## config.mk

```make
export PLATFORM = sky130hd
export DESIGN_NAME = wildcard_byte_pattern_scanner_unit
export DESIGN_NICKNAME = d
export VERILOG_FILES = /design/src/design/wbps_pkg.sv /design/src/design/wbps_cell.sv /design/src/design/wbps_out_buf.sv /design/src/design/wildcard_byte_pattern_scanner_unit.sv
export SDC_FILE = /design/constraint.sdc
export NUM_CORES = 1
export LEC_CHECK = 0
export ABC_AREA = 0
export BUFFER_PORTS_ARGS = -buffer_cell sky130_fd_sc_hd__buf_2
export CORE_ASPECT_RATIO = 0.9
export CORE_MARGIN = 10
export CORE_UTILIZATION = 45
export DETAILED_ROUTE_END_ITERATION = 8
export SYNTH_ARGS = -nofsm -noshare
export SYNTH_HDL_FRONTEND = slang
export SYNTH_SLANG_ARGS = --single-unit
export TNS_END_PERCENT = 10
```

## constraint.sdc

```tcl
create_clock -name clk -period 8.4 [get_ports clk]
set_clock_uncertainty 0.1 [all_clocks]
set_input_delay 1.68 -clock clk [delete_from_list [all_inputs] [get_ports clk]]
set_output_delay 1.68 -clock clk [all_outputs]
set_load 0.005 [all_outputs]
```

## src/design/wbps_pkg.sv

```systemverilog
// Shared types and constants for the wildcard byte pattern scanner.
`default_nettype none

package wbps_pkg;

    localparam int CFG_INDEX_W = 3;
    localparam int CFG_DATA_W  = 64;
    localparam int LEN_W       = 6;
    localparam int MATCH_OFF_W = 32;
    localparam int OUT_TDATA_W = 40;

    // Configuration register indexes.
    typedef enum logic [CFG_INDEX_W-1:0] {
        REG_PATTERN_0  = 3'd0,
        REG_PATTERN_1  = 3'd1,
        REG_PATTERN_2  = 3'd2,
        REG_PATTERN_3  = 3'd3,
        REG_WILDCARD   = 3'd4,
        REG_LENGTH     = 3'd5,
        REG_FIND_ALL   = 3'd6
    } cfg_reg_t;

    // One result word as it travels to the output buffer.
    typedef struct packed {
        logic                   any_found;
        logic                   section_end;
        logic [MATCH_OFF_W-1:0] match_offset;
        logic                   match_valid;
    } result_t;

endpackage

`default_nettype wire

```

## src/design/wbps_cell.sv

```systemverilog
// One scanner cell: one pattern byte and the partial-match bit for its prefix.
`default_nettype none

module wbps_cell (
    input  wire logic       clk,
    input  wire logic       rst_n,
    input  wire logic       advance,
    input  wire logic       clear,
    input  wire logic [7:0] pattern_byte,
    input  wire logic       wild,
    input  wire logic       in_use,
    input  wire logic [7:0] data_byte,
    input  wire logic       prev_bit,
    output logic            cur_bit,
    output logic            state_bit
);

    logic state_reg;
    logic state_next;
    logic hit;

    assign hit     = in_use & (wild | (pattern_byte == data_byte));
    assign cur_bit = prev_bit & hit;

    always_comb
    begin
        state_next = state_reg;
        if (advance)
        begin
            state_next = clear ? 1'b0 : cur_bit;
        end
    end

    always_ff @(posedge clk or negedge rst_n)
    begin
        if (!rst_n)
        begin
            state_reg <= 1'b0;
        end
        else
        begin
            state_reg <= state_next;
        end
    end

    assign state_bit = state_reg;

endmodule

`default_nettype wire

```

## src/design/wbps_out_buf.sv

```systemverilog
// Output register with a skid stage so the scanner keeps taking bytes under backpressure.
`default_nettype none

module wbps_out_buf (
    input  wire logic             clk,
    input  wire logic             rst_n,
    input  wire logic             push,
    input  wire wbps_pkg::result_t push_data,
    output logic                  can_accept,
    output logic                  out_valid,
    input  wire logic             out_ready,
    output wbps_pkg::result_t     out_data
);

    import wbps_pkg::*;

    logic    out_valid_reg;
    logic    out_valid_next;
    logic    skid_valid_reg;
    logic    skid_valid_next;
    result_t out_data_reg;
    result_t out_data_next;
    result_t skid_data_reg;
    result_t skid_data_next;
    logic    pop;

    assign pop        = out_valid_reg & out_ready;
    assign can_accept = ~skid_valid_reg;

    always_comb
    begin
        out_valid_next  = out_valid_reg;
        skid_valid_next = skid_valid_reg;
        out_data_next   = out_data_reg;
        skid_data_next  = skid_data_reg;
        if (skid_valid_reg)
        begin
            // No push can arrive while the skid stage is full.
            if (pop)
            begin
                out_data_next   = skid_data_reg;
                skid_valid_next = 1'b0;
            end
        end
        else if (push)
        begin
            if (!out_valid_reg || pop)
            begin
                out_data_next  = push_data;
                out_valid_next = 1'b1;
            end
            else
            begin
                skid_data_next  = push_data;
                skid_valid_next = 1'b1;
            end
        end
        else if (pop)
        begin
            out_valid_next = 1'b0;
        end
    end

    always_ff @(posedge clk or negedge rst_n)
    begin
        if (!rst_n)
        begin
            out_valid_reg  <= 1'b0;
            skid_valid_reg <= 1'b0;
        end
        else
        begin
            out_valid_reg  <= out_valid_next;
            skid_valid_reg <= skid_valid_next;
        end
    end

    always_ff @(posedge clk)
    begin
        out_data_reg  <= out_data_next;
        skid_data_reg <= skid_data_next;
    end

    assign out_valid = out_valid_reg;
    assign out_data  = out_data_reg;

endmodule

`default_nettype wire

```

## src/design/wildcard_byte_pattern_scanner_unit.sv

```systemverilog
// A result word is registered into the output buffer on the edge that accepts its byte.
// Throughput: one byte per cycle while the skid stage is empty; all cells update at once.
// A two-entry output buffer lets bytes keep flowing while one result waits downstream.
// Reset clears the scan state, the output buffer and the registers to their reset values
// (pattern length 1, all else zero); there is no clearing pass.
`default_nettype none

module wildcard_byte_pattern_scanner_unit #(
    parameter int PATTERN_MAX  = 32,
    parameter int OFFSET_WIDTH = 32
) (
    input  wire logic                            clk,
    input  wire logic                            rst_n,
    input  wire logic                            cfg_wr_en,
    input  wire logic [wbps_pkg::CFG_INDEX_W-1:0] cfg_index,
    input  wire logic [wbps_pkg::CFG_DATA_W-1:0] cfg_wdata,
    input  wire logic                            s_tvalid,
    output logic                                 s_tready,
    input  wire logic [7:0]                      s_tdata,  // data_byte
    input  wire logic                            s_tlast,  // last_byte
    output logic                                 m_tvalid,
    input  wire logic                            m_tready,
    // match_valid [0], match_offset [32:1], any_found [33], zeros [39:34]
    output logic [wbps_pkg::OUT_TDATA_W-1:0]     m_tdata,
    output logic                                 m_tlast   // section_end
);

    import wbps_pkg::*;

    localparam logic [LEN_W-1:0] PMAX_LEN = LEN_W'(PATTERN_MAX);

    logic [CFG_DATA_W-1:0]  pattern_reg [4];
    logic [31:0]            wildcard_reg;
    logic [LEN_W-1:0]       length_reg;
    logic                   find_all_reg;

    logic [OFFSET_WIDTH-1:0] pos_reg;
    logic [OFFSET_WIDTH-1:0] pos_next;
    logic                    found_reg;
    logic                    found_next;

    logic [LEN_W-1:0]        eff_len;
    logic [PATTERN_MAX-1:0]  in_use;
    logic [PATTERN_MAX-1:0]  is_top;
    logic [PATTERN_MAX-1:0]  cur_bits;
    logic [PATTERN_MAX-1:0]  state_bits;
    logic [PATTERN_MAX:0]    chain;

    logic                    accept;
    logic                    full_match;
    logic                    report;
    logic                    clear;
    logic [OFFSET_WIDTH-1:0] start_off;
    logic [OFFSET_WIDTH+MATCH_OFF_W-1:0] start_ext;
    result_t                 res;
    result_t                 out_res;
    logic                    buf_ready;

    // Configuration registers.
    always_ff @(posedge clk or negedge rst_n)
    begin
        if (!rst_n)
        begin
            for (int k = 0; k < 4; k++)
            begin
                pattern_reg[k] <= '0;
            end
            wildcard_reg <= '0;
            length_reg   <= LEN_W'(1);
            find_all_reg <= 1'b0;
        end
        else if (cfg_wr_en)
        begin
            unique case (cfg_reg_t'(cfg_index))
                REG_PATTERN_0: pattern_reg[0] <= cfg_wdata;
                REG_PATTERN_1: pattern_reg[1] <= cfg_wdata;
                REG_PATTERN_2: pattern_reg[2] <= cfg_wdata;
                REG_PATTERN_3: pattern_reg[3] <= cfg_wdata;
                REG_WILDCARD:  wildcard_reg   <= cfg_wdata[31:0];
                REG_LENGTH:    length_reg     <= cfg_wdata[LEN_W-1:0];
                REG_FIND_ALL:  find_all_reg   <= cfg_wdata[0];
                default:       ;
            endcase
        end
    end

    // A length of zero acts as one; lengths past the cell count saturate.
    always_comb
    begin
        priority if (length_reg == '0)
        begin
            eff_len = LEN_W'(1);
        end
        else if (length_reg > PMAX_LEN)
        begin
            eff_len = PMAX_LEN;
        end
        else
        begin
            eff_len = length_reg;
        end
    end

    assign accept = s_tvalid & s_tready;
    assign chain[0] = 1'b1;

    genvar gi;
    generate
        for (gi = 0; gi < PATTERN_MAX; gi++)
        begin : g_cell
            assign in_use[gi] = LEN_W'(gi) < eff_len;
            assign is_top[gi] = LEN_W'(gi + 1) == eff_len;

            wbps_cell u_cell (
                .clk          (clk),
                .rst_n        (rst_n),
                .advance      (accept),
                .clear        (clear),
                .pattern_byte (pattern_reg[gi / 8][(gi % 8) * 8 +: 8]),
                .wild         (wildcard_reg[gi]),
                .in_use       (in_use[gi]),
                .data_byte    (s_tdata),
                .prev_bit     (chain[gi]),
                .cur_bit      (cur_bits[gi]),
                .state_bit    (state_bits[gi])
            );

            assign chain[gi + 1] = state_bits[gi];
        end
    endgenerate

    assign full_match = |(cur_bits & is_top);
    assign report     = full_match & (find_all_reg | ~found_reg);
    // A full match always restarts the scan, reported or not.
    assign clear      = full_match | s_tlast;

    assign start_off = pos_reg - OFFSET_WIDTH'(eff_len - LEN_W'(1));
    assign start_ext = {{MATCH_OFF_W{1'b0}}, start_off};

    always_comb
    begin
        res.match_valid  = report;
        res.match_offset = report ? start_ext[MATCH_OFF_W-1:0] : '0;
        res.section_end  = s_tlast;
        res.any_found    = s_tlast & (found_reg | report);
    end

    always_comb
    begin
        pos_next   = pos_reg;
        found_next = found_reg;
        if (accept)
        begin
            if (s_tlast)
            begin
                pos_next   = '0;
                found_next = 1'b0;
            end
            else
            begin
                pos_next   = pos_reg + OFFSET_WIDTH'(1);
                found_next = found_reg | report;
            end
        end
    end

    always_ff @(posedge clk or negedge rst_n)
    begin
        if (!rst_n)
        begin
            pos_reg   <= '0;
            found_reg <= 1'b0;
        end
        else
        begin
            pos_reg   <= pos_next;
            found_reg <= found_next;
        end
    end

    wbps_out_buf u_out_buf (
        .clk        (clk),
        .rst_n      (rst_n),
        .push       (accept & (report | s_tlast)),
        .push_data  (res),
        .can_accept (buf_ready),
        .out_valid  (m_tvalid),
        .out_ready  (m_tready),
        .out_data   (out_res)
    );

    assign s_tready = buf_ready;
    assign m_tdata  = {{(OUT_TDATA_W - MATCH_OFF_W - 2){1'b0}},
                       out_res.any_found, out_res.match_offset, out_res.match_valid};
    assign m_tlast  = out_res.section_end;

endmodule

`default_nettype wire

```

==> Word level (Yosys, flattened, before mapping) <==
Cells that the tools add are included.
{ "classes": {"reduce_logical": 18, "n_mux": 47, "n_lt_le_gt_ge": 33, "n_addsub": 3, "eq_ne": 72, "bitwise_logic": 108} }
{ "ops": {"columns": ["op", "n"], "rows": [
  ["8-bit == test", 32],
  ["35-bit two-way mux", 4],
  ["5-bit by 6-bit == test with 1-bit output, first input constant", 16],
  ["5-bit by 6-bit less-than comparator with 1-bit output, first input constant", 16],
  ["1-bit bitwise AND", 68],
  ["32-bit two-way mux", 2],
  ["4-bit by 6-bit == test with 1-bit output, first input constant", 8],
  ["4-bit by 6-bit less-than comparator with 1-bit output, first input constant", 8],
  ["1-bit two-way mux", 39],
  ["1-bit OR", 36],
  ["32-bit by 1-bit adder with 32-bit output, second input constant", 1],
  ["32-bit bitwise AND", 1],
  ["32-bit OR reduction", 1],
  ["32-bit subtractor", 1],
  ["3-bit by 6-bit == test with 1-bit output, first input constant", 4],
  ["3-bit by 6-bit less-than comparator with 1-bit output, first input constant", 4],
  ["2-bit AND reduction", 7],
  ["2-bit by 6-bit == test with 1-bit output, first input constant", 2],
  ["1-bit by 6-bit less-than comparator with 1-bit output, first input constant", 2],
  ["2-bit by 6-bit less-than comparator with 1-bit output, first input constant", 2],
  ["6-bit two-way mux", 2],
  ["3-bit == test, second input constant", 3],
  ["3-bit AND reduction", 3],
  ["6-bit by 1-bit subtractor with 7-bit output, second input constant", 1],
  ["other kinds (12)", 18]
]} }
{ "word_totals": {"ff_bits": 431, "input_bits": 81} }

==> Depth between registers and ports, before layout <==
{ "depth": {"word_depth": 14, "depth_mapped": 19, "ltp_nobuf": 17} }

==> Modules after synthesis <==
From an unflattened synthesis, not the netlist that was laid out.
{ "unflattened": {"cells_unflattened": 1933, "area_unflattened_um2": 22525.4} }
{ "modules_own_cells": {"columns": ["module", "seq_area_each_um2", "n_inst", "area_each_um2", "cells_per_inst"], "rows": [
  ["wildcard_byte_pattern_scanner_unit", 8209.1, 1, 15189.6, 1204],
  ["wbps_cell", 25.0, 32, 146.4, 19],
  ["wbps_out_buf", 2152.1, 1, 2651.3, 121]
]} }

==> Least setup slack after synthesis <==
No wires, ideal clock.
{ "synth_path": {"path_kind": "input -> register", "start": "in s_tdata[5]", "end": "reg u_out_buf.skid_data_reg[0] in the netlist's numbering (enable)", "required_ps": 7822, "setup_ps": 478, "path_slack_ps": 1481, "t_arrival_ps": 6341, "path_buffers": 3, "path_stages": 12, "cell_sequence": "buf_2 -> buf_4 -> xor2_1 -> nor4_1 -> a21oi_1 -> nor3b_1 -> nand3_1 -> a31oi_1 -> o41a_1 -> buf_2 -> o21ai_0 -> nor3b_1"} }
{ "synth_via": {"elab_chain_len": 10, "elab_cells_between_ends": 133, "cone_classes": "eq/ne (32); bitwise (99); reduce/logical (2)"} }
{ "synth_rtl": {"columns": ["item", "line_no", "rtl"], "rows": [
  ["from (decl)", "wildcard_byte_pattern_scanner_unit.sv:19", "input wire logic [7:0] s_tdata,"],
  ["8-bit == test", "wbps_cell.sv:22", "assign hit = in_use & (wild | (pattern_byte == data_byte));"],
  ["1-bit OR", "wbps_cell.sv:22", null],
  ["1-bit bitwise AND", "wbps_cell.sv:22", null],
  ["1-bit bitwise AND", "wbps_cell.sv:23", "assign cur_bit = prev_bit & hit;"],
  ["32-bit bitwise AND *", "wildcard_byte_pattern_scanner_unit.sv:132", "assign full_match = |(cur_bits & is_top);"],
  ["32-bit OR reduction *", "wildcard_byte_pattern_scanner_unit.sv:132", null],
  ["1-bit bitwise AND *", "wildcard_byte_pattern_scanner_unit.sv:133", "assign report = full_match & (find_all_reg | ~found_reg);"],
  ["via report", "wildcard_byte_pattern_scanner_unit.sv:51", "logic report;"],
  ["1-bit OR *", "wildcard_byte_pattern_scanner_unit.sv:184", ".push (accept & (report | s_tlast)),"],
  ["1-bit bitwise AND *", "wildcard_byte_pattern_scanner_unit.sv:184", null],
  ["3-bit AND reduction (no source line) *", null, null],
  ["to (signal assigned)", "wbps_out_buf.sv:81", "skid_data_reg <= skid_data_next;"],
  ["to (decl)", "wbps_out_buf.sv:23", "result_t skid_data_reg;"]
]} }
Mark *: on every way through the listed nets, which the timed path passes. The rest lies on a longest branch.
A chain may end at the register's enable or synchronous reset.

==> results.sh <==
export IMPL_cts_resized_gates=0
export IMPL_fin_tns_setup_ps=0
export IMPL_path_class="reg -> reg"
export IMPL_crit_fanout=26
export IMPL_regArea_mm2=0.0111
export IMPL_start_util=0.458
export IMPL_hpwlAfterDp_mm=40.0
export IMPL_synthToLayoutAreaGrowth_pct=12.8
export IMPL_syn_inst=1838
export IMPL_synth_most_common_cell="dfrtp_1"
export IMPL_dieArea_mm2=0.0583
export IMPL_diodes=0
export IMPL_ys_types=69
export IMPL_cts_tree="done"
export IMPL_fin_crit_sh=0.748
export IMPL_placementRows=76
export IMPL_antenna_found_initial=5
export IMPL_die_x_um=254
export IMPL_finalHoldViolCount=0
export IMPL_grt_max_degree=111
export IMPL_crit_required_ps=8630
export IMPL_routed_via_density=5.66
export IMPL_max_cap_violations=0
export IMPL_pwr_share_seq=0.434
export IMPL_vias=14700
export IMPL_clock_latency_ps=600
export IMPL_worstPathArrival_ps=6520
export IMPL_finalCriticalPeriod_ps=6290
export IMPL_slew_headroom=0.267
export IMPL_drc_errors=0
export IMPL_ys_seq_area_frac=0.504
export IMPL_ant_nets=0
export IMPL_rsz0062_at_grt="no"
export IMPL_multi_input_area_mm2=0.0104
export IMPL_cp_top_family="compound AO/OA/AOI/OAI gates"
export IMPL_final_cell_area_mm2=0.0249
export IMPL_dieHeight_um=230
export IMPL_postCtsSetupRepairBufs=0
export IMPL_synth_top_flop_cell="dfrtp_1"
export IMPL_nets=2051
export IMPL_cp_cell_sequence="or4_1, a21oi_2, inv_1, ha_1, nand2_1, nor2_1, inv_1, ha_1, a211oi_1, o211ai_1, a221oi_1, nand4_1, a31oi_1, o21bai_1, a21o_1, a211o_1, a32o_1"
export IMPL_slew_violations=0
export IMPL_ys_ff_latch=431
export IMPL_synth_common_cells="360 x dfrtp_1, 323 x mux2_2, 266 x xor2_1, 76 x nand2_1, 76 x nor2_1"
export IMPL_largest_reg_flops=256
export IMPL_avgSynthCellArea_um2=12.0
export IMPL_synth_edf_count=70
export IMPL_grt_pass1_wl_mm=91.2
export IMPL_htreeDepth=2
export IMPL_ys_async_sr_fraction=0.838
export IMPL_hold_slack_ps=400
export IMPL_first_iter_violations=1073
export IMPL_power_switching_mw=1.77
export IMPL_port_buffers=117
export IMPL_power_leakage_nw=10.7
export IMPL_p_per_area_mw_per_mm2=247
export IMPL_fillers=4201
export IMPL_cp_slowest_cell="inv_1"
export IMPL_grt_use_total=0.200
export IMPL_netlist_area_mm2=0.0221
export IMPL_ys_warn_count=0
export IMPL_clk_path_buf_depth=3
export IMPL_swShare=0.287
export IMPL_drt_pass1_iterations=5
export IMPL_peakVddDrop_v=0.000148
export IMPL_cpPeakStageDelay_ps=660
export IMPL_core_area_mm2=0.0482
export IMPL_routabilityCongestion=0.946
export IMPL_setup_ws_ps=2110
export IMPL_cts_made_buffers=46
export IMPL_hold_path_class="reg -> reg"
export IMPL_synthTopCellsByArea="dfrtp_1 41%, mux2_2 16%, xor2_1 11%"
export IMPL_crit_path_end_kind="flop"
export IMPL_p_int_mw=4.40
export IMPL_clock_sinks=431
export IMPL_dpl_cell_area_mm2=0.0232
export IMPL_drive_gt1_frac=0.289
export IMPL_cts_root_buffer="clkbuf_16"
export IMPL_total_power_mw=6.16
export IMPL_p_clk_frac=0.367
export IMPL_routed_wl_mm=58.1
export IMPL_tightest_slew_ps=1100
export IMPL_fmax_ghz=0.159
export IMPL_synth_top_cell_area_share=0.408
export IMPL_routedWlPerCell_um=22.4
export IMPL_yosys_area_top_type="dfrtp_1"
export IMPL_cts_clk_slew_worst_paths_ps=60
export IMPL_grt_pass1_vias=14900
export IMPL_place_ws_ps=1610
export IMPL_holdBufCountCts=0
export IMPL_p_comb_frac=0.198
export IMPL_outcome="completed"
export IMPL_grt_remaining_overflow=0
export IMPL_startpoint_type="flop"
export IMPL_setup_violations=0
export IMPL_io_pins=124
export IMPL_cp_buffers_inverters=2
==> cell usage in the layout, fill, tap and decap left out, types with 6 or more instances in the layout <==
| cell type | n |
|---|---|
| nand2b_1 | 9 |
| o21a_1 | 7 |
| a21o_1 | 12 |
| ha_1 | 36 |
| or3_1 | 9 |
| nor3_1 | 42 |
| and2_1 | 10 |
| bufinv_16 | 10 |
| edfxtp_1 | 70 |
| inv_1 | 20 |
| a31oi_1 | 6 |
| clkbuf_16 | 47 |
| nand2_1 | 76 |
| a21oi_1 | 67 |
| clkbuf_8 | 6 |
| o211ai_1 | 6 |
| clkinv_2 | 10 |
| dfrtp_1 | 360 |
| nand4_1 | 15 |
| nor4_1 | 71 |
| xnor2_1 | 38 |
| or2_2 | 6 |
| o21ai_0 | 48 |
| buf_4 | 29 |
| buf_2 | 116 |
| mux2_2 | 323 |
| a22o_1 | 28 |
| conb_1 | 7 |
| nor2_1 | 76 |
| and3_1 | 11 |
| nor3b_1 | 12 |
| xor2_1 | 266 |
| nand3_1 | 15 |
| nor2b_1 | 15 |
==> metal layers <==
layer	global-route usage	vias up	wire length, µm
met4	0.0425	4	1010
met5	0	-	21
li1	-	6749	-
met2	0.296	354	25300
met1	0.297	7499	28700
met3	0.0363	78	3080
==> power groups by stage <==
stage               registers (mW)  clock network [mW]  logic (mW)
floorplan                     2.63                   0       0.909
global placement              2.71                   0        1.20
detailed placement            2.71                   0        1.21
CTS                           2.68                2.31        1.22
global route                  2.72                2.38        1.35
finish                        2.68                2.26        1.22
==> layout make-up <==
type	count	area share
Clock buffer	55	0.0508
Clock inverter	29	0.0170
Inverter	20	0.00301
Multi-Input combinational cell	1287	0.417
Sequential cell	431	0.447
Tap cell	624	0.0313
Timing Repair Buffer	147	0.0335
==> per-stage QoR <==
| step | util | instances |
|---|---|---|
| finish | 0.517 | 2593 |
| detailed placement | 0.482 | 2509 |
| floorplan | - | 1843 |
| global placement | 0.482 | 2509 |
| global route | 0.517 | 2593 |
| CTS | 0.517 | 2593 |
==> worst register-to-register path, cell delays in order (launching register included) <==
cell      delay, ps
dfrtp_1         640
or4_1           600
a21oi_2         310
inv_1           170
ha_1            410
nand2_1         220
nor2_1          100
inv_1           660
ha_1            450
a211oi_1        350
o211ai_1        170
a221oi_1        360
nand4_1         210
a31oi_1         330
o21bai_1        140
a21o_1          190
a211o_1         330
a32o_1          280
==> path summary, 6_finish.rpt <==
kind	cells after the start	to	slack, ps	startpoint
worst max-delay path	17	u_out_buf.out_data[27]	2110	length_reg[2]
worst min-delay path	1	g_cell[16].u_cell.state_bit	400	g_cell[16].u_cell.state_bit
worst max register to register	17	u_out_buf.out_data[27]	2110	length_reg[2]
worst min register to register	1	g_cell[16].u_cell.state_bit	400	g_cell[16].u_cell.state_bit
max in group asynchronous	2	pattern_reg[57]	5530	rst_n
min in group asynchronous	1	pattern_reg[158]	1050	rst_n
==> kinds of logic after synthesis <==
group | count (synthesis) | synth area share
other | 2 | 0.000340
XOR/XNOR | 304 | 0.121
adder cells (fa/ha/maj) | 37 | 0.0213
multiplexers | 324 | 0.165
AND/OR/NAND/NOR | 395 | 0.0951
flip-flops | 431 | 0.504
buffers and inverters | 125 | 0.0275
AO/OA/AOI/OAI | 220 | 0.0657
Note: power is estimated with default switching activity, not from simulation.
